### src/hw/rtl/dcs_pkg.sv
`timescale 1ns / 1ps
`default_nettype none
// ----------------------------------------------------------------------------
// dcs_pkg - display coprocessor sequencer shared definitions
// Payload types, sequencer phases, register indexes and decode constants.
// ----------------------------------------------------------------------------
package dcs_pkg;

	localparam int AddrBits     = 21;
	localparam int WordBits     = 16;
	localparam int RegBits      = 9;
	localparam int CfgIndexBits = 1;
	localparam int CfgDataBits  = AddrBits;

	localparam logic [CfgIndexBits-1:0] CFG_START_ADDRESS     = 1'd0;
	localparam logic [CfgIndexBits-1:0] CFG_SHORT_WAIT_ADJUST = 1'd1;

	localparam logic [RegBits-1:0]  MinSafeReg = 9'h040;
	localparam logic [WordBits-1:0] AdjLow     = 16'hFF00;
	localparam logic [WordBits-1:0] AdjHigh    = 16'hFF51;
	localparam logic [WordBits-1:0] AdjValue   = 16'hFFDF;

	localparam logic [AddrBits-1:0] StepBytes = AddrBits'(2);
	localparam logic [AddrBits-1:0] SkipBytes = AddrBits'(6);

	typedef enum logic [2:0] {
		PH_FETCH = 3'd0,
		PH_MASK  = 3'd1,
		PH_DATA  = 3'd2,
		PH_WAIT  = 3'd3,
		PH_HALT  = 3'd4
	} phase_t;

	typedef enum logic [0:0] {
		OP_TICK    = 1'b0,
		OP_RESTART = 1'b1
	} opcode_t;

	typedef struct packed {
		logic                opcode;
		logic [WordBits-1:0] beam_position;
		logic [WordBits-1:0] fetch_word;
	} dcs_in_t;

	typedef struct packed {
		logic [AddrBits-1:0] fetch_address;
		logic                write_valid;
		logic [RegBits-1:0]  write_register;
		logic [WordBits-1:0] write_data;
		logic                halted;
		logic                waiting;
	} dcs_out_t;

endpackage
`default_nettype wire

### src/hw/rtl/dcs_if.sv
`timescale 1ns / 1ps
`default_nettype none
// ----------------------------------------------------------------------------
// dcs_if - valid/ready channels of the display coprocessor sequencer
// One interface for the tick/restart items, one for the step results.
// ----------------------------------------------------------------------------
interface dcs_in_if;
	import dcs_pkg::*;

	logic    valid;
	logic    ready;
	dcs_in_t data;

	modport source (output valid, output data, input ready);
	modport sink   (input valid, input data, output ready);
endinterface

interface dcs_out_if;
	import dcs_pkg::*;

	logic     valid;
	logic     ready;
	dcs_out_t data;

	modport source (output valid, output data, input ready);
	modport sink   (input valid, input data, output ready);
endinterface
`default_nettype wire

### src/hw/rtl/display_coprocessor_sequencer_unit.sv
`timescale 1ns / 1ps
`default_nettype none
// ----------------------------------------------------------------------------
// display_coprocessor_sequencer_unit - display coprocessor step engine
// Runs one MOVE / WAIT / SKIP step per beam tick from the fetched word and
// reports the next fetch address, register writes and halt/wait status.
// ----------------------------------------------------------------------------
//  channel    dir  handshake      payload
//  item       in   valid/ready    opcode, beam_position, fetch_word
//  result     out  valid/ready    fetch_address, write_*, halted, waiting
//  wr_*       in   wr_en only     wr_index, wr_data
//
//  One item per cycle while the result channel is not stalled; each item yields
//  one result through the input register, then the result register.
//  The decode, compare and address add are combinational between the two.
//  A stalled result holds its register; a full input register holds its item,
//  so ready drops in the same cycle and stays low until the result transfers.
//  Reset clears phase, program and start address, first word; sets adjust.
// ----------------------------------------------------------------------------
module display_coprocessor_sequencer_unit (
	input  wire logic                             clk,
	input  wire logic                             arst_n,
	dcs_in_if.sink                                item,
	dcs_out_if.source                             result,
	input  wire logic                             wr_en,
	input  wire logic [dcs_pkg::CfgIndexBits-1:0] wr_index,
	input  wire logic [dcs_pkg::CfgDataBits-1:0]  wr_data
);
	import dcs_pkg::*;

	logic                valid_s1;
	dcs_in_t             item_s1;
	logic                out_valid_q;
	dcs_out_t            out_q;
	phase_t              phase_q, phase_d;
	logic [AddrBits-1:0] addr_q, addr_d;
	logic [WordBits-1:0] first_q, first_d;
	logic [AddrBits-1:0] start_q;
	logic                adjust_q;
	logic                fire_s1;
	dcs_out_t            out_d;
	logic [WordBits-1:0] cmp;
	logic [RegBits-1:0]  reg_off;

	assign fire_s1    = valid_s1 && (!out_valid_q || result.ready);
	assign item.ready = !valid_s1 || fire_s1;

	assign result.valid = out_valid_q;
	assign result.data  = out_q;

	// configuration registers
	always_ff @(posedge clk or negedge arst_n) begin
		if (!arst_n) begin
			start_q  <= '0;
			adjust_q <= 1'b1;
		end else if (wr_en) begin
			case (wr_index)
				CFG_START_ADDRESS:     start_q  <= wr_data[AddrBits-1:0];
				CFG_SHORT_WAIT_ADJUST: adjust_q <= wr_data[0];
				default: ;
			endcase
		end
	end

	// input register
	always_ff @(posedge clk or negedge arst_n) begin
		if (!arst_n) begin
			valid_s1 <= 1'b0;
		end else if (item.ready) begin
			valid_s1 <= item.valid;
		end
	end

	always_ff @(posedge clk) begin
		if (item.ready && item.valid) begin
			item_s1 <= item.data;
		end
	end

	// step decode
	always_comb begin
		phase_d = phase_q;
		addr_d  = addr_q;
		first_d = first_q;
		reg_off = first_q[RegBits-1:0];
		cmp     = first_q & item_s1.fetch_word;
		if (adjust_q && cmp > AdjLow && cmp < AdjHigh) begin
			cmp = AdjValue;
		end
		out_d.write_valid    = 1'b0;
		out_d.write_register = '0;
		out_d.write_data     = '0;

		if (item_s1.opcode == OP_RESTART) begin
			addr_d  = start_q;
			phase_d = PH_FETCH;
		end else begin
			case (phase_q)
				PH_FETCH: begin
					first_d = item_s1.fetch_word;
					addr_d  = addr_q + StepBytes;
					phase_d = item_s1.fetch_word[0] ? PH_MASK : PH_DATA;
				end
				PH_MASK: begin
					first_d = cmp;
					if (item_s1.fetch_word[0]) begin
						addr_d  = (item_s1.beam_position >= cmp) ? addr_q + SkipBytes
							: addr_q + StepBytes;
						phase_d = PH_FETCH;
					end else begin
						addr_d  = addr_q + StepBytes;
						phase_d = (item_s1.beam_position >= cmp) ? PH_FETCH : PH_WAIT;
					end
				end
				PH_DATA: begin
					addr_d = addr_q + StepBytes;
					if (reg_off < MinSafeReg) begin
						phase_d = PH_HALT;
					end else begin
						out_d.write_valid    = 1'b1;
						out_d.write_register = reg_off;
						out_d.write_data     = item_s1.fetch_word;
						phase_d              = PH_FETCH;
					end
				end
				PH_WAIT: begin
					if (item_s1.beam_position >= first_q) begin
						phase_d = PH_FETCH;
					end
				end
				default: ;
			endcase
		end

		out_d.fetch_address = addr_d;
		out_d.halted        = (phase_d == PH_HALT);
		out_d.waiting       = (phase_d == PH_WAIT);
	end

	// sequencer state
	always_ff @(posedge clk or negedge arst_n) begin
		if (!arst_n) begin
			phase_q <= PH_FETCH;
			addr_q  <= '0;
			first_q <= '0;
		end else if (fire_s1) begin
			phase_q <= phase_d;
			addr_q  <= addr_d;
			first_q <= first_d;
		end
	end

	// result register
	always_ff @(posedge clk or negedge arst_n) begin
		if (!arst_n) begin
			out_valid_q <= 1'b0;
		end else if (!out_valid_q || result.ready) begin
			out_valid_q <= valid_s1;
		end
	end

	always_ff @(posedge clk) begin
		if (fire_s1) begin
			out_q <= out_d;
		end
	end

endmodule
`default_nettype wire

### src/flat_wrapper.sv
// flat-port wrapper written by rule: the top's interface ports become plain ports
module display_coprocessor_sequencer_unit_flat import dcs_pkg::*;
  (clk, arst_n, wr_en, wr_index, wr_data, item_valid, item_data, item_ready, result_valid, result_data, result_ready);
  dcs_in_if item_i ();
  dcs_out_if result_i ();
  input  wire logic clk;
  input  wire logic arst_n;
  input  wire logic wr_en;
  input  wire logic [dcs_pkg::CfgIndexBits-1:0] wr_index;
  input  wire logic [dcs_pkg::CfgDataBits-1:0] wr_data;
  input wire logic [$bits(item_i.valid)-1:0] item_valid;
  input wire logic [$bits(item_i.data)-1:0] item_data;
  output wire logic [$bits(item_i.ready)-1:0] item_ready;
  output wire logic [$bits(result_i.valid)-1:0] result_valid;
  output wire logic [$bits(result_i.data)-1:0] result_data;
  input wire logic [$bits(result_i.ready)-1:0] result_ready;
  assign item_i.valid = item_valid;
  assign item_i.data = item_data;
  assign item_ready = item_i.ready;
  assign result_valid = result_i.valid;
  assign result_data = result_i.data;
  assign result_i.ready = result_ready;
  display_coprocessor_sequencer_unit u_core (.clk(clk), .arst_n(arst_n), .item(item_i), .result(result_i), .wr_en(wr_en), .wr_index(wr_index), .wr_data(wr_data));
endmodule
### config.mk
export PLATFORM = sky130hd
export DESIGN_NAME = display_coprocessor_sequencer_unit_flat
export DESIGN_NICKNAME = d
export VERILOG_FILES = /design/src/hw/rtl/dcs_pkg.sv /design/src/hw/rtl/dcs_if.sv /design/src/hw/rtl/display_coprocessor_sequencer_unit.sv /design/src/flat_wrapper.sv
export SDC_FILE = /design/constraint.sdc
export NUM_CORES = 1
export LEC_CHECK = 0
export BUFFER_PORTS_ARGS = -buffer_cell sky130_fd_sc_hd__buf_2
export CAP_MARGIN = 20
export CORE_MARGIN = 5
export CORE_UTILIZATION = 52
export DETAILED_ROUTE_END_ITERATION = 8
export PLACE_DENSITY = 0.84
export RECOVER_POWER = 25
export SLEW_MARGIN = 5
export SYNTH_ARGS = -nofsm -noshare
export SYNTH_HDL_FRONTEND = slang
export SYNTH_SLANG_ARGS = --single-unit
### constraint.sdc
create_clock -name clk -period 3.97 [get_ports clk]
set_input_delay 0.5955 -clock clk [delete_from_list [all_inputs] [get_ports clk]]
set_output_delay 0.5955 -clock clk [all_outputs]
set_load 0.005 [all_outputs]
==> impl_table.tex <==
\begin{tabular}{lr}
\hline
Metric & Value \\
\hline
\multicolumn{2}{l}{\textbf{Die}} \\
Die Span Y & 131 um \\
Core Area & 0.0144 mm\^{}2 \\
Die area & approximately 0.017 mm\^{}2 \\
I/O pin count & around 110 \\
Initial core utilization & 0.527 \\
Std cell rows & 44 \\
Die span in x & 131 um \\
\multicolumn{2}{l}{\textbf{Timing}} \\
Remaining max-slew budget at the tightest pin & -0.473 \\
Number of max-slew violations in the final report & 40 \\
Clock period minus final worst setup slack & 3.99 ns \\
Setup repair after global routing missed its margin & true \\
Share of the cycle needed by the critical path after routing & 1.01 \\
Highest Clock Rate & approximately 0.25 GHz \\
Worst Max-Slew Pin Slew & 2.21 ns \\
Number of hold-slack violations in the final timing report & 0 \\
Setup tns final & -0.0312 ns \\
Setup violators final & 3 \\
Maximum clock skew at final layout & 0.00990 ns \\
Tightest hold margin & between 0.3 and 0.4 ns \\
Final worst-path setup slack & -0.0223 ns \\
\multicolumn{2}{l}{\textbf{Clocking}} \\
Number of buffers created by CTS & 17 \\
Root Driver & sky130\_fd\_sc\_hd\_\_clkbuf\_16 \\
Maximum root-to-sink buffer count & 2 \\
H-tree level count & 4 \\
TritonCTS clock tree & done \\
Clock latency reported for the late side of the worst-skew pair & $\sim$0.43 ns \\
Post-CTS clock slew at the launch and capture registers of the worst setup and hold paths & around 0.060 ns \\
Total clock sinks & 146 \\
\multicolumn{2}{l}{\textbf{Placed design}} \\
\# port buffers & 110 \\
DP Worst Slack & -0.224 ns \\
Last weighted congestion value of the routability-driven placer & 0.937 \\
HPWL Detailed & 12800 um \\
Placed inst area & 0.00858 mm\^{}2 \\
\multicolumn{2}{l}{\textbf{Setup path}} \\
Start point of the critical path & u\_core.item\_s1[0] \\
Data required time at the worst endpoint & 4.34 ns \\
Category of the worst setup path capture point & flop \\
WP data arrival & 4.36 ns \\
R2R setup slack & -0.02 ns \\
Launching point of the worst reg2reg path & u\_core.item\_s1[0] \\
Kind of start point of the critical path & flop \\
Biggest fanout along the worst timing path & 7 \\
Classification of the worst setup path & flop to flop \\
\multicolumn{2}{l}{\textbf{Yosys}} \\
Leading register cell type out of synthesis & sky130\_fd\_sc\_hd\_\_edfxtp\_1 \\
Mean cell area of the mapped netlist & between 10 and 15 um\^{}2 \\
FF+latch count, synth & 146 \\
Count of warnings emitted by yosys & 0 \\
Top cells by area, synth & sky130\_fd\_sc\_hd\_\_edfxtp\_1 32\%, sky130\_fd\_sc\_hd\_\_dfrtp\_1 21\%, sky130\_fd\_sc\_hd\_\_ha\_1 5.6\%, sky130\_fd\_sc\_hd\_\_mux2\_2 4.4\%, sky130\_fd\_sc\_hd\_\_o21ai\_0 3.6\% \\
Count of distinct cell types in the synthesized netlist & 65 \\
Net count after synthesis & 786 \\
Area share of the largest cell type after synthesis & 0.324 \\
Post-synthesis cell area & 0.00760 mm\^{}2 \\
Fraction of registers with async set or reset after synthesis & 0.438 \\
Cell count after synthesis & between 600 and 700 \\
Cell with the most instances after synthesis & sky130\_fd\_sc\_hd\_\_edfxtp\_1 \\
Number of enable flip-flop cells after synthesis & a little over 80 \\
Cell taking the most area after synthesis & sky130\_fd\_sc\_hd\_\_edfxtp\_1 \\
Most instantiated cells after synthesis & 82 x sky130\_fd\_sc\_hd\_\_edfxtp\_1, 63 x sky130\_fd\_sc\_hd\_\_dfrtp\_1, 59 x sky130\_fd\_sc\_hd\_\_nand2\_1, 55 x sky130\_fd\_sc\_hd\_\_o21ai\_0, 34 x sky130\_fd\_sc\_hd\_\_ha\_1 \\
Post-synthesis sequential area ratio & 0.535 \\
\multicolumn{2}{l}{\textbf{Power and ir drop}} \\
Static leakage power & roughly 3.9 nW \\
Power Density & 585 mW/mm\^{}2 \\
Worst vdd rail ir drop & 0.323 mV \\
\multicolumn{2}{l}{\textbf{Run status}} \\
Outcome & complete, but fails checks \\
Violations in the final reports & capacitance limit, slew limit, setup timing \\
\multicolumn{2}{l}{\textbf{Detailed routing}} \\
Routed vias & 6138 \\
Drt first pass iters & 6 \\
Total Routed Length & approximately 19000 um \\
Starting DRT DRC Count & 560 \\
Detail Route Antenna Nets & 0 \\
Routed wirelength normalized by instance count & 18.5 um \\
Via density per instance & slightly below 6 \\
DRC Markers & 0 \\
\multicolumn{2}{l}{\textbf{Global routing}} \\
Largest net degree at the start of global routing & 45 \\
Initial antenna violation count & 0 \\
Global route overflow & 0 \\
Global Route Usage Sum & 0.230 \\
Via count of the first global-routing pass & 5984 \\
Wire length of the first global-routing pass & 30400 um \\
\multicolumn{2}{l}{\textbf{Cells and area}} \\
Number of diodes & 0 \\
P\&R area growth vs syn & 24.0\% \\
NumNets Final & slightly above 900 \\
Post-layout instance area & approximately 0.0094 mm\^{}2 \\
Share of layout cells above drive strength 1 & 0.308 \\
Core occupancy in the finished layout & 0.654 \\
\multicolumn{2}{l}{\textbf{Worst hold path}} \\
Class of the tightest hold or removal check & input pin to flop \\
Min-Delay Startpoint & item\_data[12] \\
\multicolumn{2}{l}{\textbf{Job}} \\
Max-cap violations & 1 \\
\hline
\end{tabular}
==> per-stage QoR <==
step / power [mW] / instances
floorplan: 3.17 / 692
global placement: 3.62 / 991
detailed placement: 3.69 / 992
CTS: 5.41 / 1027
global route: 5.81 / 1032
finish: 5.52 / 1032
==> routing by layer <==
layer  GRT usage  wire length (um)
met5           0                 0
met4      0.0974               491
met3      0.0508              1470
met2       0.356              9040
met1       0.315              8060
==> path summary, 6_finish.rpt <==
path	cells after the start	to
worst max register to register	14	u_core.addr_q[12]
worst max-delay path	14	u_core.addr_q[12]
min in group asynchronous	1	u_core.start_q[12]
worst min register to register	1	u_core.start_q[6]
max in group asynchronous	2	u_core.phase_q[1]
worst min-delay path	1	u_core.item_s1[12]
==> placed cells by master (no fill, tap or decap), types with 4 or more instances in the layout <==
master,n
sky130_fd_sc_hd__o21ai_0,45
sky130_fd_sc_hd__inv_1,31
sky130_fd_sc_hd__o22ai_1,4
sky130_fd_sc_hd__buf_4,49
sky130_fd_sc_hd__nor2_1,22
sky130_fd_sc_hd__nor3_1,12
sky130_fd_sc_hd__clkbuf_16,17
sky130_fd_sc_hd__nand3_1,21
sky130_fd_sc_hd__nand2_1,57
sky130_fd_sc_hd__bufinv_16,4
sky130_fd_sc_hd__edfxtp_1,82
sky130_fd_sc_hd__nand2b_1,15
sky130_fd_sc_hd__or4_1,4
sky130_fd_sc_hd__and3_1,4
sky130_fd_sc_hd__dfrtp_1,63
sky130_fd_sc_hd__a21oi_1,30
sky130_fd_sc_hd__o21a_1,4
sky130_fd_sc_hd__and2_1,27
sky130_fd_sc_hd__clkbuf_1,4
sky130_fd_sc_hd__mux2i_1,4
sky130_fd_sc_hd__nor2b_1,4
sky130_fd_sc_hd__o211ai_1,9
sky130_fd_sc_hd__o22a_1,8
sky130_fd_sc_hd__o21ai_1,8
sky130_fd_sc_hd__nor4_1,13
sky130_fd_sc_hd__xnor2_1,14
sky130_fd_sc_hd__mux2_2,29
sky130_fd_sc_hd__ha_1,34
sky130_fd_sc_hd__a31oi_1,7
sky130_fd_sc_hd__nand4_1,10
sky130_fd_sc_hd__a21o_1,6
sky130_fd_sc_hd__buf_2,108
sky130_fd_sc_hd__o31a_1,6
==> timing repair <==
action	4_1_cts	5_1_grt
cloned	1	0
buffers inserted	3	5
hold endpoints to repair	0	0
endpoints found under the setup margin	37	38
pin swaps	7	12
hold buffers	0	0
resized for setup	6	40
==> cells by family (layout without fill, tap and decap cells) <==
| kind of cell | after synthesis | count (layout) | share of synthesized area |
|---|---|---|---|
| fa+ha+maj | 35 | 35 | 0.0578 |
| buf+inv | 72 | 227 | 0.0369 |
| xor+xnor | 20 | 20 | 0.0230 |
| mux | 36 | 36 | 0.0530 |
| simple gates | 216 | 217 | 0.149 |
| flops | 146 | 146 | 0.535 |
| compound gates | 167 | 167 | 0.146 |
==> flip-flops by register name, indices dropped and copies added (netlist names) <==
name	count
u_core.addr_q	21
u_core.adjust_q	1
u_core.first_q	16
u_core.item_s1	33
u_core.phase_q	3
u_core.result.data	49
u_core.result.valid	1
u_core.start_q	21
u_core.valid_s1	1
==> worst max-delay path: stages (launching register included) <==
cell	delay, ns
sky130_fd_sc_hd__edfxtp_1	0.39
sky130_fd_sc_hd__a22o_1	0.24
sky130_fd_sc_hd__a221oi_2	0.25
sky130_fd_sc_hd__nand4_1	0.17
sky130_fd_sc_hd__and4b_2	0.28
sky130_fd_sc_hd__or2_2	0.28
sky130_fd_sc_hd__ha_1	0.29
sky130_fd_sc_hd__nand4_1	0.11
sky130_fd_sc_hd__a21oi_2	0.16
sky130_fd_sc_hd__a31oi_4	0.12
sky130_fd_sc_hd__a31oi_4	0.29
sky130_fd_sc_hd__maj3_4	0.29
sky130_fd_sc_hd__or4b_4	0.49
sky130_fd_sc_hd__or4_1	0.48
sky130_fd_sc_hd__nand3_1	0.09
==> power by group <==
part	internal (mW)	leakage, nW	switching (mW)
combinational	0.721	2.07	0.865
sequential	1.92	1.54	0.316
clock	1.07	0.299	0.631
==> cell type report <==
cell class	count	area (um^2)
Clock buffer	19	443
Clock inverter	13	184
Fill cell	1110	5000
Inverter	32	120
Multi-Input combinational cell	475	3430
Sequential cell	146	4070
Tap cell	184	230
Timing Repair Buffer	163	953
(Power assumes the default switching activity.)
